$ cat config.mk
export PLATFORM = sky130hd
export DESIGN_NAME = accel_shake_detector_flat
export DESIGN_NICKNAME = d
export VERILOG_FILES = /design/src/rtl/asd_pkg.sv /design/src/rtl/asd_if.sv /design/src/rtl/asd_datapath.sv /design/src/rtl/asd_ctrl.sv /design/src/rtl/accel_shake_detector.sv /design/src/flat_wrapper.sv
export SDC_FILE = /design/constraint.sdc
export NUM_CORES = 1
export LEC_CHECK = 0
export BUFFER_PORTS_ARGS = -buffer_cell sky130_fd_sc_hd__buf_2
export CORE_MARGIN = 8
export CORE_UTILIZATION = 60
export DETAILED_ROUTE_END_ITERATION = 10
export GPL_ROUTABILITY_DRIVEN = 0
export PLACE_DENSITY = 0.78
export SYNTH_ARGS = -nofsm -noshare
export SYNTH_HDL_FRONTEND = slang
export SYNTH_SLANG_ARGS = --single-unit
export TNS_END_PERCENT = 30
$ cat constraint.sdc
create_clock -name clock -period 9 [get_ports clock]
set_input_delay 0.9 -clock clock [delete_from_list [all_inputs] [get_ports clock]]
set_output_delay 0.9 -clock clock [all_outputs]
set_load 0.05 [all_outputs]
$ cat src/rtl/asd_pkg.sv
`timescale 1ns / 1ps
`default_nettype none

package asd_pkg;

   // register file layout
   localparam int unsigned CsrDataWidth  = 16;
   localparam int unsigned CsrIndexWidth = 2;

   localparam logic [CsrIndexWidth-1:0] RegHardThreshold   = 2'd0;
   localparam logic [CsrIndexWidth-1:0] RegGentleThreshold = 2'd1;
   localparam logic [CsrIndexWidth-1:0] RegHardSustain     = 2'd2;
   localparam logic [CsrIndexWidth-1:0] RegGentleSustain   = 2'd3;

   localparam logic [CsrDataWidth-1:0] HardThresholdReset   = 16'd10240;
   localparam logic [CsrDataWidth-1:0] GentleThresholdReset = 16'd6144;
   localparam logic [CsrDataWidth-1:0] HardSustainReset     = 16'd300;
   localparam logic [CsrDataWidth-1:0] GentleSustainReset   = 16'd500;

   // request kinds
   localparam logic ReqSample = 1'b0;
   localparam logic ReqRead   = 1'b1;

   // shake levels
   localparam logic [1:0] LevelNone   = 2'd0;
   localparam logic [1:0] LevelGentle = 2'd1;
   localparam logic [1:0] LevelHard   = 2'd2;

   // magnitude constants, unsigned Q.12 g
   localparam int unsigned   MagWidth = 16;
   localparam logic [15:0]   MagOneG  = 16'd4096;
   localparam logic [15:0]   MagMax   = 16'hFFFF;
   localparam int unsigned   TimeWidth = 32;

   // squaring pass: three components plus one drain step
   localparam int unsigned   SquareSteps = 4;
   localparam logic [1:0]    SelX     = 2'd0;
   localparam logic [1:0]    SelY     = 2'd1;
   localparam logic [1:0]    SelZ     = 2'd2;
   localparam logic [1:0]    SelDrain = 2'd3;

   // controller to datapath commands
   typedef struct packed {
      logic       load;
      logic       sq_step;
      logic [1:0] sq_sel;
      logic       root_step;
      logic       commit;
   } cmd_type;

   // datapath to controller status
   typedef struct packed {
      logic is_read;
   } status_type;

endpackage

`default_nettype wire

$ cat src/rtl/asd_if.sv
`timescale 1ns / 1ps
`default_nettype none

// request channel: samples and read-and-clear requests
interface asd_req_if #(
   parameter int unsigned ACCEL_WIDTH = 16
);
   logic                          valid;
   logic                          ready;
   logic                          req_type;
   logic signed [ACCEL_WIDTH-1:0] accel_x;
   logic signed [ACCEL_WIDTH-1:0] accel_y;
   logic signed [ACCEL_WIDTH-1:0] accel_z;
   logic [31:0]                   now_ms;

   modport source (output valid, req_type, accel_x, accel_y, accel_z, now_ms, input ready);
   modport sink   (input valid, req_type, accel_x, accel_y, accel_z, now_ms, output ready);
endinterface

// response channel: pending level and last magnitude
interface asd_rsp_if;
   logic        valid;
   logic        ready;
   logic [1:0]  shake_level;
   logic [15:0] accel_mag;

   modport source (output valid, shake_level, accel_mag, input ready);
   modport sink   (input valid, shake_level, accel_mag, output ready);
endinterface

`default_nettype wire

$ cat src/rtl/asd_datapath.sv
`timescale 1ns / 1ps
`default_nettype none

module asd_datapath #(
   parameter int unsigned ACCEL_WIDTH = 16
) (
   input  wire                          clock,
   input  wire                          reset,
   input  wire asd_pkg::cmd_type        cmd,
   output asd_pkg::status_type          status,
   input  wire                          req_type,
   input  wire [ACCEL_WIDTH-1:0]        accel_x,
   input  wire [ACCEL_WIDTH-1:0]        accel_y,
   input  wire [ACCEL_WIDTH-1:0]        accel_z,
   input  wire [31:0]                   now_ms,
   input  wire                          csr_wr_en,
   input  wire [asd_pkg::CsrIndexWidth-1:0] csr_index,
   input  wire [asd_pkg::CsrDataWidth-1:0]  csr_wr_data,
   output logic [1:0]                   shake_level,
   output logic [15:0]                  accel_mag
);

   localparam int unsigned AW = ACCEL_WIDTH;
   localparam int unsigned PW = 2 * AW;
   localparam int unsigned SW = 2 * AW + 2;
   localparam int unsigned RW = SW / 2;

   // configuration registers
   logic [15:0] hard_thr_ff, gentle_thr_ff, hard_sus_ff, gentle_sus_ff;

   always_ff @(posedge clock) begin
      if (reset) begin
         hard_thr_ff   <= asd_pkg::HardThresholdReset;
         gentle_thr_ff <= asd_pkg::GentleThresholdReset;
         hard_sus_ff   <= asd_pkg::HardSustainReset;
         gentle_sus_ff <= asd_pkg::GentleSustainReset;
      end else if (csr_wr_en) begin
         case (csr_index)
            asd_pkg::RegHardThreshold:   hard_thr_ff   <= csr_wr_data;
            asd_pkg::RegGentleThreshold: gentle_thr_ff <= csr_wr_data;
            asd_pkg::RegHardSustain:     hard_sus_ff   <= csr_wr_data;
            asd_pkg::RegGentleSustain:   gentle_sus_ff <= csr_wr_data;
            default: ;
         endcase
      end
   end

   // captured transaction: type, absolute components, timestamp
   logic          type_ff;
   logic [AW-1:0] abs_x_ff, abs_y_ff, abs_z_ff;
   logic [31:0]   now_ff;

   always_ff @(posedge clock) begin
      if (cmd.load) begin
         type_ff  <= req_type;
         abs_x_ff <= accel_x[AW-1] ? (AW'(0) - accel_x) : accel_x;
         abs_y_ff <= accel_y[AW-1] ? (AW'(0) - accel_y) : accel_y;
         abs_z_ff <= accel_z[AW-1] ? (AW'(0) - accel_z) : accel_z;
         now_ff   <= now_ms;
      end
   end

   assign status.is_read = type_ff;

   // shared squarer, product registered before accumulation
   logic [AW-1:0] sq_op;
   logic [PW-1:0] prod_ff, prod_in;
   logic [SW-1:0] acc_ff, acc_in;

   always_comb begin
      case (cmd.sq_sel)
         asd_pkg::SelX: sq_op = abs_x_ff;
         asd_pkg::SelY: sq_op = abs_y_ff;
         asd_pkg::SelZ: sq_op = abs_z_ff;
         default:       sq_op = '0;
      endcase
   end

   // digit-by-digit square root, one root bit per step
   logic [RW:0]   rem_ff, rem_in;
   logic [RW-1:0] root_ff, root_in;
   logic [RW+1:0] rem_sh, trial, rem_diff;

   assign rem_sh   = {rem_ff[RW-1:0], acc_ff[SW-1:SW-2]};
   assign trial    = {root_ff, 2'b01};
   assign rem_diff = rem_sh - trial;

   always_comb begin
      prod_in = prod_ff;
      acc_in  = acc_ff;
      rem_in  = rem_ff;
      root_in = root_ff;
      if (cmd.sq_step) begin
         prod_in = PW'(sq_op * sq_op);
         acc_in  = (cmd.sq_sel == asd_pkg::SelX) ? '0 : (acc_ff + SW'(prod_ff));
         rem_in  = '0;
         root_in = '0;
      end else if (cmd.root_step) begin
         acc_in = {acc_ff[SW-3:0], 2'b00};
         if (rem_sh >= trial) begin
            rem_in  = rem_diff[RW:0];
            root_in = {root_ff[RW-2:0], 1'b1};
         end else begin
            rem_in  = rem_sh[RW:0];
            root_in = {root_ff[RW-2:0], 1'b0};
         end
      end
   end

   always_ff @(posedge clock) begin
      prod_ff <= prod_in;
      acc_ff  <= acc_in;
      rem_ff  <= rem_in;
      root_ff <= root_in;
   end

   // saturate root to the magnitude width
   logic [31:0] root_wide;
   logic [15:0] mag;

   assign root_wide = 32'(root_ff);
   assign mag = (root_wide > 32'(asd_pkg::MagMax)) ? asd_pkg::MagMax : root_wide[15:0];

   // episode tracking
   logic        episode_ff, episode_in;
   logic [31:0] start_ff, start_in;
   logic [1:0]  pending_ff, pending_in;
   logic [15:0] last_mag_ff, last_mag_in;
   logic        is_hard, is_gentle;
   logic [31:0] age, need;

   assign is_hard   = mag >= hard_thr_ff;
   assign is_gentle = mag >= gentle_thr_ff;
   assign age       = now_ff - start_ff;
   assign need      = is_hard ? 32'(hard_sus_ff) : 32'(gentle_sus_ff);

   always_comb begin
      episode_in  = episode_ff;
      start_in    = start_ff;
      pending_in  = pending_ff;
      last_mag_in = last_mag_ff;
      if (cmd.commit) begin
         if (type_ff == asd_pkg::ReqRead) begin
            pending_in = asd_pkg::LevelNone;
         end else begin
            last_mag_in = mag;
            if (is_hard || is_gentle) begin
               if (!episode_ff) begin
                  episode_in = 1'b1;
                  start_in   = now_ff;
               end else if (age >= need && pending_ff == asd_pkg::LevelNone) begin
                  pending_in = is_hard ? asd_pkg::LevelHard : asd_pkg::LevelGentle;
               end
            end else begin
               episode_in = 1'b0;
            end
         end
      end
   end

   always_ff @(posedge clock) begin
      if (reset) begin
         episode_ff  <= 1'b0;
         start_ff    <= '0;
         pending_ff  <= asd_pkg::LevelNone;
         last_mag_ff <= asd_pkg::MagOneG;
      end else begin
         episode_ff  <= episode_in;
         start_ff    <= start_in;
         pending_ff  <= pending_in;
         last_mag_ff <= last_mag_in;
      end
   end

   // response payload register
   always_ff @(posedge clock) begin
      if (cmd.commit) begin
         shake_level <= (type_ff == asd_pkg::ReqRead) ? pending_ff : pending_in;
         accel_mag   <= last_mag_in;
      end
   end

endmodule

`default_nettype wire

$ cat src/rtl/asd_ctrl.sv
`timescale 1ns / 1ps
`default_nettype none

module asd_ctrl #(
   parameter int unsigned ROOT_STEPS = 17
) (
   input  wire                   clock,
   input  wire                   reset,
   input  wire                   req_valid,
   output logic                  req_ready,
   output logic                  rsp_valid,
   input  wire                   rsp_ready,
   input  wire asd_pkg::status_type status,
   output asd_pkg::cmd_type      cmd
);

   localparam int unsigned CW = $clog2(ROOT_STEPS);

   typedef enum logic [1:0] {
      ST_IDLE,
      ST_SQUARE,
      ST_ROOT,
      ST_UPDATE
   } state_type;

   state_type     state_ff;
   logic [CW-1:0] cnt_ff;
   logic          rsp_valid_ff;
   logic          accept;
   logic          out_free;

   assign accept    = req_valid && req_ready;
   assign out_free  = !rsp_valid_ff || rsp_ready;
   assign req_ready = (state_ff == ST_IDLE);
   assign rsp_valid = rsp_valid_ff;

   // commands decoded from state
   always_comb begin
      cmd.load      = accept;
      cmd.sq_step   = (state_ff == ST_SQUARE) && !status.is_read;
      cmd.sq_sel    = cnt_ff[1:0];
      cmd.root_step = (state_ff == ST_ROOT);
      cmd.commit    = (state_ff == ST_UPDATE) && out_free;
   end

   // sequencer and response valid
   always_ff @(posedge clock) begin
      if (reset) begin
         state_ff     <= ST_IDLE;
         cnt_ff       <= '0;
         rsp_valid_ff <= 1'b0;
      end else begin
         if (rsp_valid_ff && rsp_ready) begin
            rsp_valid_ff <= 1'b0;
         end
         case (state_ff)
            ST_IDLE: begin
               cnt_ff <= '0;
               if (accept) begin
                  state_ff <= ST_SQUARE;
               end
            end
            ST_SQUARE: begin
               // a read skips the arithmetic once its captured type is seen
               if (status.is_read) begin
                  cnt_ff   <= '0;
                  state_ff <= ST_UPDATE;
               end else if (cnt_ff == CW'(asd_pkg::SquareSteps - 1)) begin
                  cnt_ff   <= '0;
                  state_ff <= ST_ROOT;
               end else begin
                  cnt_ff <= cnt_ff + 1'b1;
               end
            end
            ST_ROOT: begin
               if (cnt_ff == CW'(ROOT_STEPS - 1)) begin
                  cnt_ff   <= '0;
                  state_ff <= ST_UPDATE;
               end else begin
                  cnt_ff <= cnt_ff + 1'b1;
               end
            end
            ST_UPDATE: begin
               if (out_free) begin
                  rsp_valid_ff <= 1'b1;
                  state_ff     <= ST_IDLE;
               end
            end
            default: begin
               state_ff <= ST_IDLE;
            end
         endcase
      end
   end

endmodule

`default_nettype wire

$ cat src/rtl/accel_shake_detector.sv
`timescale 1ns / 1ps
`default_nettype none

// Shake detector for a three-axis accelerometer. A sample transaction (req_type 0) carries
// signed Q3.12 g components and a millisecond timestamp; the block forms the floored root of
// the sum of squares, updates the shake episode and returns the pending level and magnitude.
// A read transaction (req_type 1) returns the pending level and clears it. One transaction is
// worked on at a time: a sample passes through the shared squarer, then the square root, which
// yields one result bit per cycle, ACCEL_WIDTH + 1 bits in all, and then the update state; a
// read goes from the state that sees its captured type straight to the update. The request
// side is ready again the cycle after the update, so a new request is taken only after the
// last one's update. The next request is taken while a finished response still waits on
// rsp.ready; that transaction then holds in its update state until the response is taken.
// Thresholds and sustain times are written through the csr port; the user must write them only
// while the block is idle, and the block itself does not enforce this.
module accel_shake_detector #(
   parameter int unsigned ACCEL_WIDTH = 16
) (
   input  wire                              clock,
   input  wire                              reset,
   asd_req_if.sink                          req,
   asd_rsp_if.source                        rsp,
   input  wire                              csr_wr_en,
   input  wire [asd_pkg::CsrIndexWidth-1:0] csr_index,
   input  wire [asd_pkg::CsrDataWidth-1:0]  csr_wr_data
);

   localparam int unsigned RootSteps = ACCEL_WIDTH + 1;

   asd_pkg::cmd_type    cmd;
   asd_pkg::status_type status;

   // sequencer
   asd_ctrl #(
      .ROOT_STEPS(RootSteps)
   ) u_ctrl (
      .clock     (clock),
      .reset     (reset),
      .req_valid (req.valid),
      .req_ready (req.ready),
      .rsp_valid (rsp.valid),
      .rsp_ready (rsp.ready),
      .status    (status),
      .cmd       (cmd)
   );

   // arithmetic and episode state
   asd_datapath #(
      .ACCEL_WIDTH(ACCEL_WIDTH)
   ) u_datapath (
      .clock       (clock),
      .reset       (reset),
      .cmd         (cmd),
      .status      (status),
      .req_type    (req.req_type),
      .accel_x     (req.accel_x),
      .accel_y     (req.accel_y),
      .accel_z     (req.accel_z),
      .now_ms      (req.now_ms),
      .csr_wr_en   (csr_wr_en),
      .csr_index   (csr_index),
      .csr_wr_data (csr_wr_data),
      .shake_level (rsp.shake_level),
      .accel_mag   (rsp.accel_mag)
   );

endmodule

`default_nettype wire

$ cat src/flat_wrapper.sv
// flat-port wrapper written by rule: the top's interface ports become plain ports
module accel_shake_detector_flat 
#(
   parameter int unsigned ACCEL_WIDTH = 16
)
  (clock, reset, csr_wr_en, csr_index, csr_wr_data, req_valid, req_req_type, req_accel_x, req_accel_y, req_accel_z, req_now_ms, req_ready, rsp_valid, rsp_shake_level, rsp_accel_mag, rsp_ready);
  asd_req_if #(.ACCEL_WIDTH(ACCEL_WIDTH)) req_i ();
  asd_rsp_if rsp_i ();
  input  wire clock;
  input  wire reset;
  input  wire csr_wr_en;
  input  wire [asd_pkg::CsrIndexWidth-1:0] csr_index;
  input  wire [asd_pkg::CsrDataWidth-1:0] csr_wr_data;
  input wire logic [$bits(req_i.valid)-1:0] req_valid;
  input wire logic [$bits(req_i.req_type)-1:0] req_req_type;
  input wire logic [$bits(req_i.accel_x)-1:0] req_accel_x;
  input wire logic [$bits(req_i.accel_y)-1:0] req_accel_y;
  input wire logic [$bits(req_i.accel_z)-1:0] req_accel_z;
  input wire logic [$bits(req_i.now_ms)-1:0] req_now_ms;
  output wire logic [$bits(req_i.ready)-1:0] req_ready;
  output wire logic [$bits(rsp_i.valid)-1:0] rsp_valid;
  output wire logic [$bits(rsp_i.shake_level)-1:0] rsp_shake_level;
  output wire logic [$bits(rsp_i.accel_mag)-1:0] rsp_accel_mag;
  input wire logic [$bits(rsp_i.ready)-1:0] rsp_ready;
  assign req_i.valid = req_valid;
  assign req_i.req_type = req_req_type;
  assign req_i.accel_x = req_accel_x;
  assign req_i.accel_y = req_accel_y;
  assign req_i.accel_z = req_accel_z;
  assign req_i.now_ms = req_now_ms;
  assign req_ready = req_i.ready;
  assign rsp_valid = rsp_i.valid;
  assign rsp_shake_level = rsp_i.shake_level;
  assign rsp_accel_mag = rsp_i.accel_mag;
  assign rsp_i.ready = rsp_ready;
  accel_shake_detector #(.ACCEL_WIDTH(ACCEL_WIDTH)) u_core (.clock(clock), .reset(reset), .req(req_i), .rsp(rsp_i), .csr_wr_en(csr_wr_en), .csr_index(csr_index), .csr_wr_data(csr_wr_data));
endmodule
# Word-level counts from Yosys, hierarchy flattened
# Cells that the tools add are included.
word_totals:
  word_cells: 110
  memories: 0
  romBits: 0
  output_inout_bits: 20
  mem_bits_rw: 0
  latchBits: 0
  regBits: 322
op_classes:
  reduce_logical: 22
  div_mod_pow: 0
  muxes: 34
  n_addsub: 7
  eq_ne: 14
  mul: 1
  n_bitwise: 2
  order_cmp: 5
  shifts: 0
op_table:
  columns: ["cell", "n"]
  rows:
  - ["$mux 34", 3]
  - ["$mux 16", 4]
  - ["$pmux 16 s3", 1]
  - ["$sub 1x16->16 const A", 3]
  - ["$mux 15", 3]
  - ["$add 34x32->34", 1]
  - ["$ge 16x16->1", 2]
  - ["$ge 32x16->1", 1]
  - ["$mul 16x16->32", 1]
  - ["$sub 32x32->32", 1]
  - ["$mux 2", 12]
  - ["$ge 19x19->1", 1]
  - ["$gt 17x16->1 const B", 1]
  - ["$mux 17", 1]
  - ["$sub 17x17->17", 1]
  - ["$mux 5", 3]
  - ["$pmux 5 s3", 1]
  - ["$eq 2x2->1 const B", 5]
  - ["$reduce_and 2->1", 5]
  - ["$logic_not 2->1", 4]
  - ["$pmux 2 s4", 1]
  - ["$reduce_and 4->1", 2]
  - ["$eq 2x1->1 const B", 3]
  - ["$add 5x1->5 const B", 1]
  - ["12 further kinds", 24]

# Longest topological paths before layout
logic_depth:
  ltp_word: 12
  mapped_depth: 32

# Hierarchy
# From an unflattened synthesis, not the netlist that was laid out.
unflattened:
  cells_unflattened: 2735
  hier_area_um2: 25102.8
modules_own_cells:
  columns: ["module", "n_inst", "seq_area_each_um2", "area_each_um2", "cells_each"]
  rows:
  - ["asd_datapath", 1, 7907.6, 24509.8, 2666]
  - ["asd_ctrl", 1, 160.2, 593.1, 69]

# Worst setup path before layout
# No wires, ideal clock.
synth_path:
  kind: "register to register"
  from: "register u_core.u_ctrl.cnt_ff[0]"
  to: "register u_core.u_datapath.prod_ff[31], data pin"
  t_arrival_ps: 7042
  path_slack_ps: 1699
  t_required_ps: 8740
  n_path_buf: 2
  stages_incl_launch_ff: 30
  path_cell_list: "dfxtp_1 > inv_1 > ha_1 > clkbuf_1 > clkbuf_1 > a222oi_1 > nor2_1 > inv_1 > nor2_1 > fa_1 > fa_1 > inv_1 > fa_1 > inv_1 > fa_1 > inv_1 > fa_1 > inv_1 > fa_1 > ha_1 > a21oi_1 > o22ai_1 > o21ai_0 > nand2b_1 > a31o_2 > a221oi_1 > o21ai_0 > o21a_1 > nor2_1 > xnor2_1"
synth_via:
  elab_chain_cells: 3
  elab_cells_between_ends: 5
  cone_classes: "mul: 1; eq/ne: 2; mux: 1; reduce/logical: 1"
synth_lines:
  columns: ["element", "line_no", "source"]
  rows:
  - ["start: declaration", "asd_ctrl.sv:27", "logic [CW-1:0] cnt_ff;"]
  - ["start signal: assignment", "asd_ctrl.sv:72", "cnt_ff <= cnt_ff + 1'b1;"]
  - ["start signal: assignment", "asd_ctrl.sv:80", "cnt_ff <= cnt_ff + 1'b1;"]
  - ["$eq 2x2->1 (tied with other cells)", "asd_datapath.sv:71", "case (cmd.sq_sel)"]
  - ["$pmux 16 s3 (*)", "asd_datapath.sv:71", null]
  - ["$mul 16x16->32 (*)", "asd_datapath.sv:94", "prod_in = PW'(sq_op * sq_op);"]
  - ["end signal: assignment", "asd_datapath.sv:111", "prod_ff <= prod_in;"]
  - ["end: declaration", "asd_datapath.sv:67", "logic [PW-1:0] prod_ff, prod_in;"]
# Every way passes the cells marked *; elsewhere a longest branch is shown, timed or not.
# A chain may end at the register's enable or synchronous reset.

# Worst setup path after layout
layout_path:
  from: "register u_core.u_ctrl.cnt_ff[0]"
  to: "register u_core.u_datapath.prod_ff[24], data pin"
# The elaborated chain is that of the path after synthesis.

==> metrics.md <==
| Metric | Value |
|---|---|
| Run status | finished clean |
| Netlist cell types | 90 |
| Wire per inst | 17.3 um |
| Share of cells above drive strength 1 | 0.0889 |
| R2R Setup Slk | 400 ps |
| Synth Warn # | 0 |
| CTS resizes | 0 |
| Origin of the critical flop-to-flop path | u_core.u_ctrl.cnt_ff[0]$_SDFFE_PP0P_ |
| Chip Height | 220 um |
| Startpoint Class | register |
| Syn nets | 3150 |
| Final WL | 57000 um |
| Hold depth | 2 |
| Setup Skew | 25.7 ps |
| Area of the core | 40800 um^2 |
| Finished Core Util | 0.664 |
| Final setup viols | 0 |
| Worst Hold Path EP | u_core.u_datapath.hard_thr_ff[9]$_SDFFE_PP0P_ |
| Reg2reg end | u_core.u_datapath.prod_ff[24]$_DFFE_PP_ |
| Reg clk slew, reported paths | 60 ps |
| Row cnt | 74 |
| Delay-heaviest family, CP | adder cells |
| Final hold vios | 0 |
| Syn avg cell area | 9.41 um^2 |
| Residual DRC | 0 |
| Mapped Area | 24900 um^2 |
| Achievable clock frequency | 116 MHz |
| Root Driver | clkbuf_16 |
| Drt pass-1 iters | 7 |
| Yosys reg bits | 321 |
| CTS sink count | 321 |
| Setup CP Type | register to register |
| Final Cycle Share | 0.955 |
| TritonCTS clock tree | done |
| CP most frequent cell | fa_1 |
| Max-cap viol count | 0 |
| DP Wirelength | 43900 um |
| Largest net degree at the start of global routing | 104 |
| Synthesized instance count | 2643 |
| Post-synth ARST share | 0 |
| Ant. Diodes | 0 |
| Initial antenna violation count | 0 |
| Die Wd | 220 um |
| CP max-delay cell | a222oi_1 |
| CTS Hold Buffers Added | 0 |
| CP max FO | 16 |
| Tmin final | 8600 ps |
| Max-slew violations | 0 |
| Fin Hold WS | 454 ps |
| RSZ-0062 raised after global routing | false |
| Die ar. | 48200 um^2 |
| Total gr overflow | 0 |
| CP startpoint | u_core.u_ctrl.cnt_ff[0]$_SDFFE_PP0P_ |
| Initial DRC Count | 1501 |
| Seq/Total Area, Yosys | 0.325 |
| First-pass GRT wire length | 94600 um |
| Critical Path RT | 9290 ps |
| Clock buffer count from CTS | 37 |
| I/O Pins | 124 |
| Worst path max stage delay | 1190 ps |
| EDFF count, synth | 164 |
| Nets@finish | 3233 |
| Worst-case clock buffer depth | 3 |
| Antenna Violating Nets Remaining | 0 |
| Fin Setup TNS | 0 ps |
| Tot GR Track Use | 0.238 |
| Layout area overhead | 9.14% |
| Initial core utilization | 0.609 |
| WP data arrival | 8880 ps |
| Number of port buffers | 123 |
| CP Buf/Inv Count | 5 |
| Skew-Pair Late Insertion Delay | 560 ps |
| Normalized max-slew margin | 0.00138 |
| HP Start | u_core.u_datapath.hard_thr_ff[9]$_SDFFE_PP0P_ |
| Vias in the first global route | 19.6k |
| Max H-tree Level | 2 |
| Vias | 19.2k |
| Most used DFF post-synth | edfxtp_1 |
| Vias/cell | 5.84 |
| Class of the worst hold path | register to register |
| Slew @ Worst Pin | 1500 ps |
| Post-CTS Setup Repair Bufs | 0 |
| Worst Setup End Kind | register |
| Register-to-Register Path Depth | 26 |
layout make-up:
| type | instances | area, um^2 |
|---|---|---|
| Sequential cell | 321 | 8070 |
| Multi-Input combinational cell | 1903 | 15200 |
| Clock buffer | 49 | 1000 |
| Fill cell | 3168 | 13700 |
| Tap cell | 532 | 666 |
| Clock inverter | 19 | 236 |
| Inverter | 328 | 1230 |
| Timing Repair Buffer | 135 | 708 |
sequential cells by signal (all words and copies together), names as in the netlist:
signal,flops
u_core.u_datapath.accel_mag,16
u_core.u_datapath.abs_z_ff,16
u_core.u_datapath.status,1
u_core.u_ctrl.cnt_ff,5
u_core.u_datapath.last_mag_ff,16
u_core.u_ctrl.rsp_valid,1
u_core.u_datapath.abs_y_ff,16
u_core.u_datapath.start_ff,32
u_core.u_datapath.rem_ff,17
u_core.u_datapath.gentle_sus_ff,16
u_core.u_datapath.acc_ff,34
u_core.u_datapath.root_ff,17
u_core.u_datapath.hard_thr_ff,16
u_core.u_datapath.now_ff,32
u_core.u_datapath.abs_x_ff,16
u_core.u_datapath.episode_ff,1
u_core.u_datapath.prod_ff,31
u_core.u_ctrl.state_ff,2
u_core.u_datapath.shake_level,2
u_core.u_datapath.gentle_thr_ff,16
u_core.u_datapath.hard_sus_ff,16
u_core.u_datapath.pending_ff,2
routing by layer:
layer | vias up | global-route usage | part of all wire
li1 | 9222 | - | -
met1 | 9163 | 0.301 | 0.42
met2 | 659 | 0.410 | 0.48
met3 | 151 | 0.0317 | 0.060
met4 | 0 | 0.0910 | 0.033
met5 | - | 0 | 0
Yosys cell counts, types with 5 or more instances:
| master | instances | share of area |
|---|---|---|
| buf_2 | 5 | 0.0010 |
| edfxtp_1 | 164 | 0.20 |
| a211o_1 | 6 | 0.0021 |
| inv_1 | 328 | 0.050 |
| nor3_1 | 23 | 0.0046 |
| a222oi_1 | 9 | 0.0036 |
| o21bai_1 | 15 | 0.0045 |
| or2_2 | 14 | 0.0035 |
| or4_1 | 6 | 0.0018 |
| a22o_1 | 26 | 0.0092 |
| and3_1 | 9 | 0.0023 |
| o21ai_0 | 101 | 0.020 |
| nand3b_1 | 15 | 0.0045 |
| nor2_1 | 234 | 0.035 |
| a31oi_1 | 12 | 0.0030 |
| o31ai_1 | 20 | 0.0060 |
| a211oi_1 | 20 | 0.0060 |
| nand2b_1 | 36 | 0.0091 |
| fa_1 | 165 | 0.13 |
| a221oi_1 | 7 | 0.0025 |
| nand2_1 | 271 | 0.041 |
| dfxtp_1 | 157 | 0.13 |
| nor3b_1 | 5 | 0.0015 |
| clkbuf_1 | 74 | 0.011 |
| a31o_2 | 6 | 0.0021 |
| nand3_1 | 28 | 0.0056 |
| ha_1 | 238 | 0.12 |
| and2_1 | 20 | 0.0050 |
| o21a_1 | 19 | 0.0057 |
| nand4_1 | 14 | 0.0035 |
| xor2_1 | 32 | 0.011 |
| buf_1 | 5 | 0.00076 |
| a21o_1 | 46 | 0.014 |
| xnor2_1 | 97 | 0.034 |
| a22oi_1 | 9 | 0.0027 |
| nor2b_1 | 29 | 0.0073 |
| a21oi_1 | 189 | 0.038 |
| o41ai_1 | 6 | 0.0021 |
| mux2i_1 | 73 | 0.029 |
| or3_1 | 24 | 0.0060 |
how the worst max path moves through the flow:
stage | endpoint | slack, ps | cells past startpoint
finish | u_core.u_datapath.prod_ff[24]$_DFFE_PP_ | 400 | 26
global route | u_core.u_datapath.prod_ff[24]$_DFFE_PP_ | 110 | 27
CTS | u_core.u_datapath.prod_ff[24]$_DFFE_PP_ | 590 | 26
detailed placement | u_core.u_datapath.prod_ff[24]$_DFFE_PP_ | 650 | 26
global placement | u_core.u_datapath.prod_ff[24]$_DFFE_PP_ | 900 | 26
floorplan | u_core.u_datapath.prod_ff[31]$_DFFE_PP_ | 1700 | 29
worst register-to-register path: cells and delay by family (launching register included):
| family | cells | cell delay (ps) |
|---|---|---|
| adders and majority gates | 8 | 3860 |
| AOI/OAI and AO/OA | 10 | 2940 |
| and+or+nand+nor | 2 | 560 |
| buffers and inverters | 5 | 450 |
| DFF | 1 | 420 |
| xor gates and xnor gates | 1 | 90 |
cell families after synthesis:
logic type / count (synthesis) / synth area share
xor+xnor: 129 / 0.0455
mux: 75 / 0.0303
flops: 321 / 0.325
simple gates: 753 / 0.141
compound gates: 543 / 0.142
fa+ha+maj: 403 / 0.253
buf+inv: 419 / 0.0646
per-stage QoR:
stage | instances | setup slack [ps] | area (um^2)
after floorplan | 2643 | 1700 | 24900
after global placement | 3219 | 896 | 25900
after detailed placement | 3219 | 652 | 25900
after CTS | 3287 | 594 | 27100
after global routing | 3287 | 111 | 27100
final | 3287 | 405 | 27100
placed cells by master (no fill, tap or decap), types with 12 or more instances in the layout:
cell type / instances
inv_1: 327
mux2i_1: 73
nor2b_1: 28
nand3_1: 28
xor2_1: 32
a31oi_1: 12
buf_2: 122
nand2b_1: 35
a21o_1: 46
clkbuf_16: 38
and2_1: 19
nor3_1: 23
a22o_1: 26
dfxtp_1: 157
edfxtp_1: 164
a21oi_1: 189
o21bai_1: 15
or2_2: 14
or3_1: 24
ha_1: 237
xnor2_1: 97
nand2_1: 271
nand3b_1: 15
nand4_1: 14
o21ai_0: 100
o21a_1: 19
nor2_1: 233
o31ai_1: 20
a211oi_1: 20
buf_4: 13
fa_1: 165
Power is left out: the tool's default activity adds up to more than one toggle a clock period on the data nets, which glitch-free logic cannot reach.
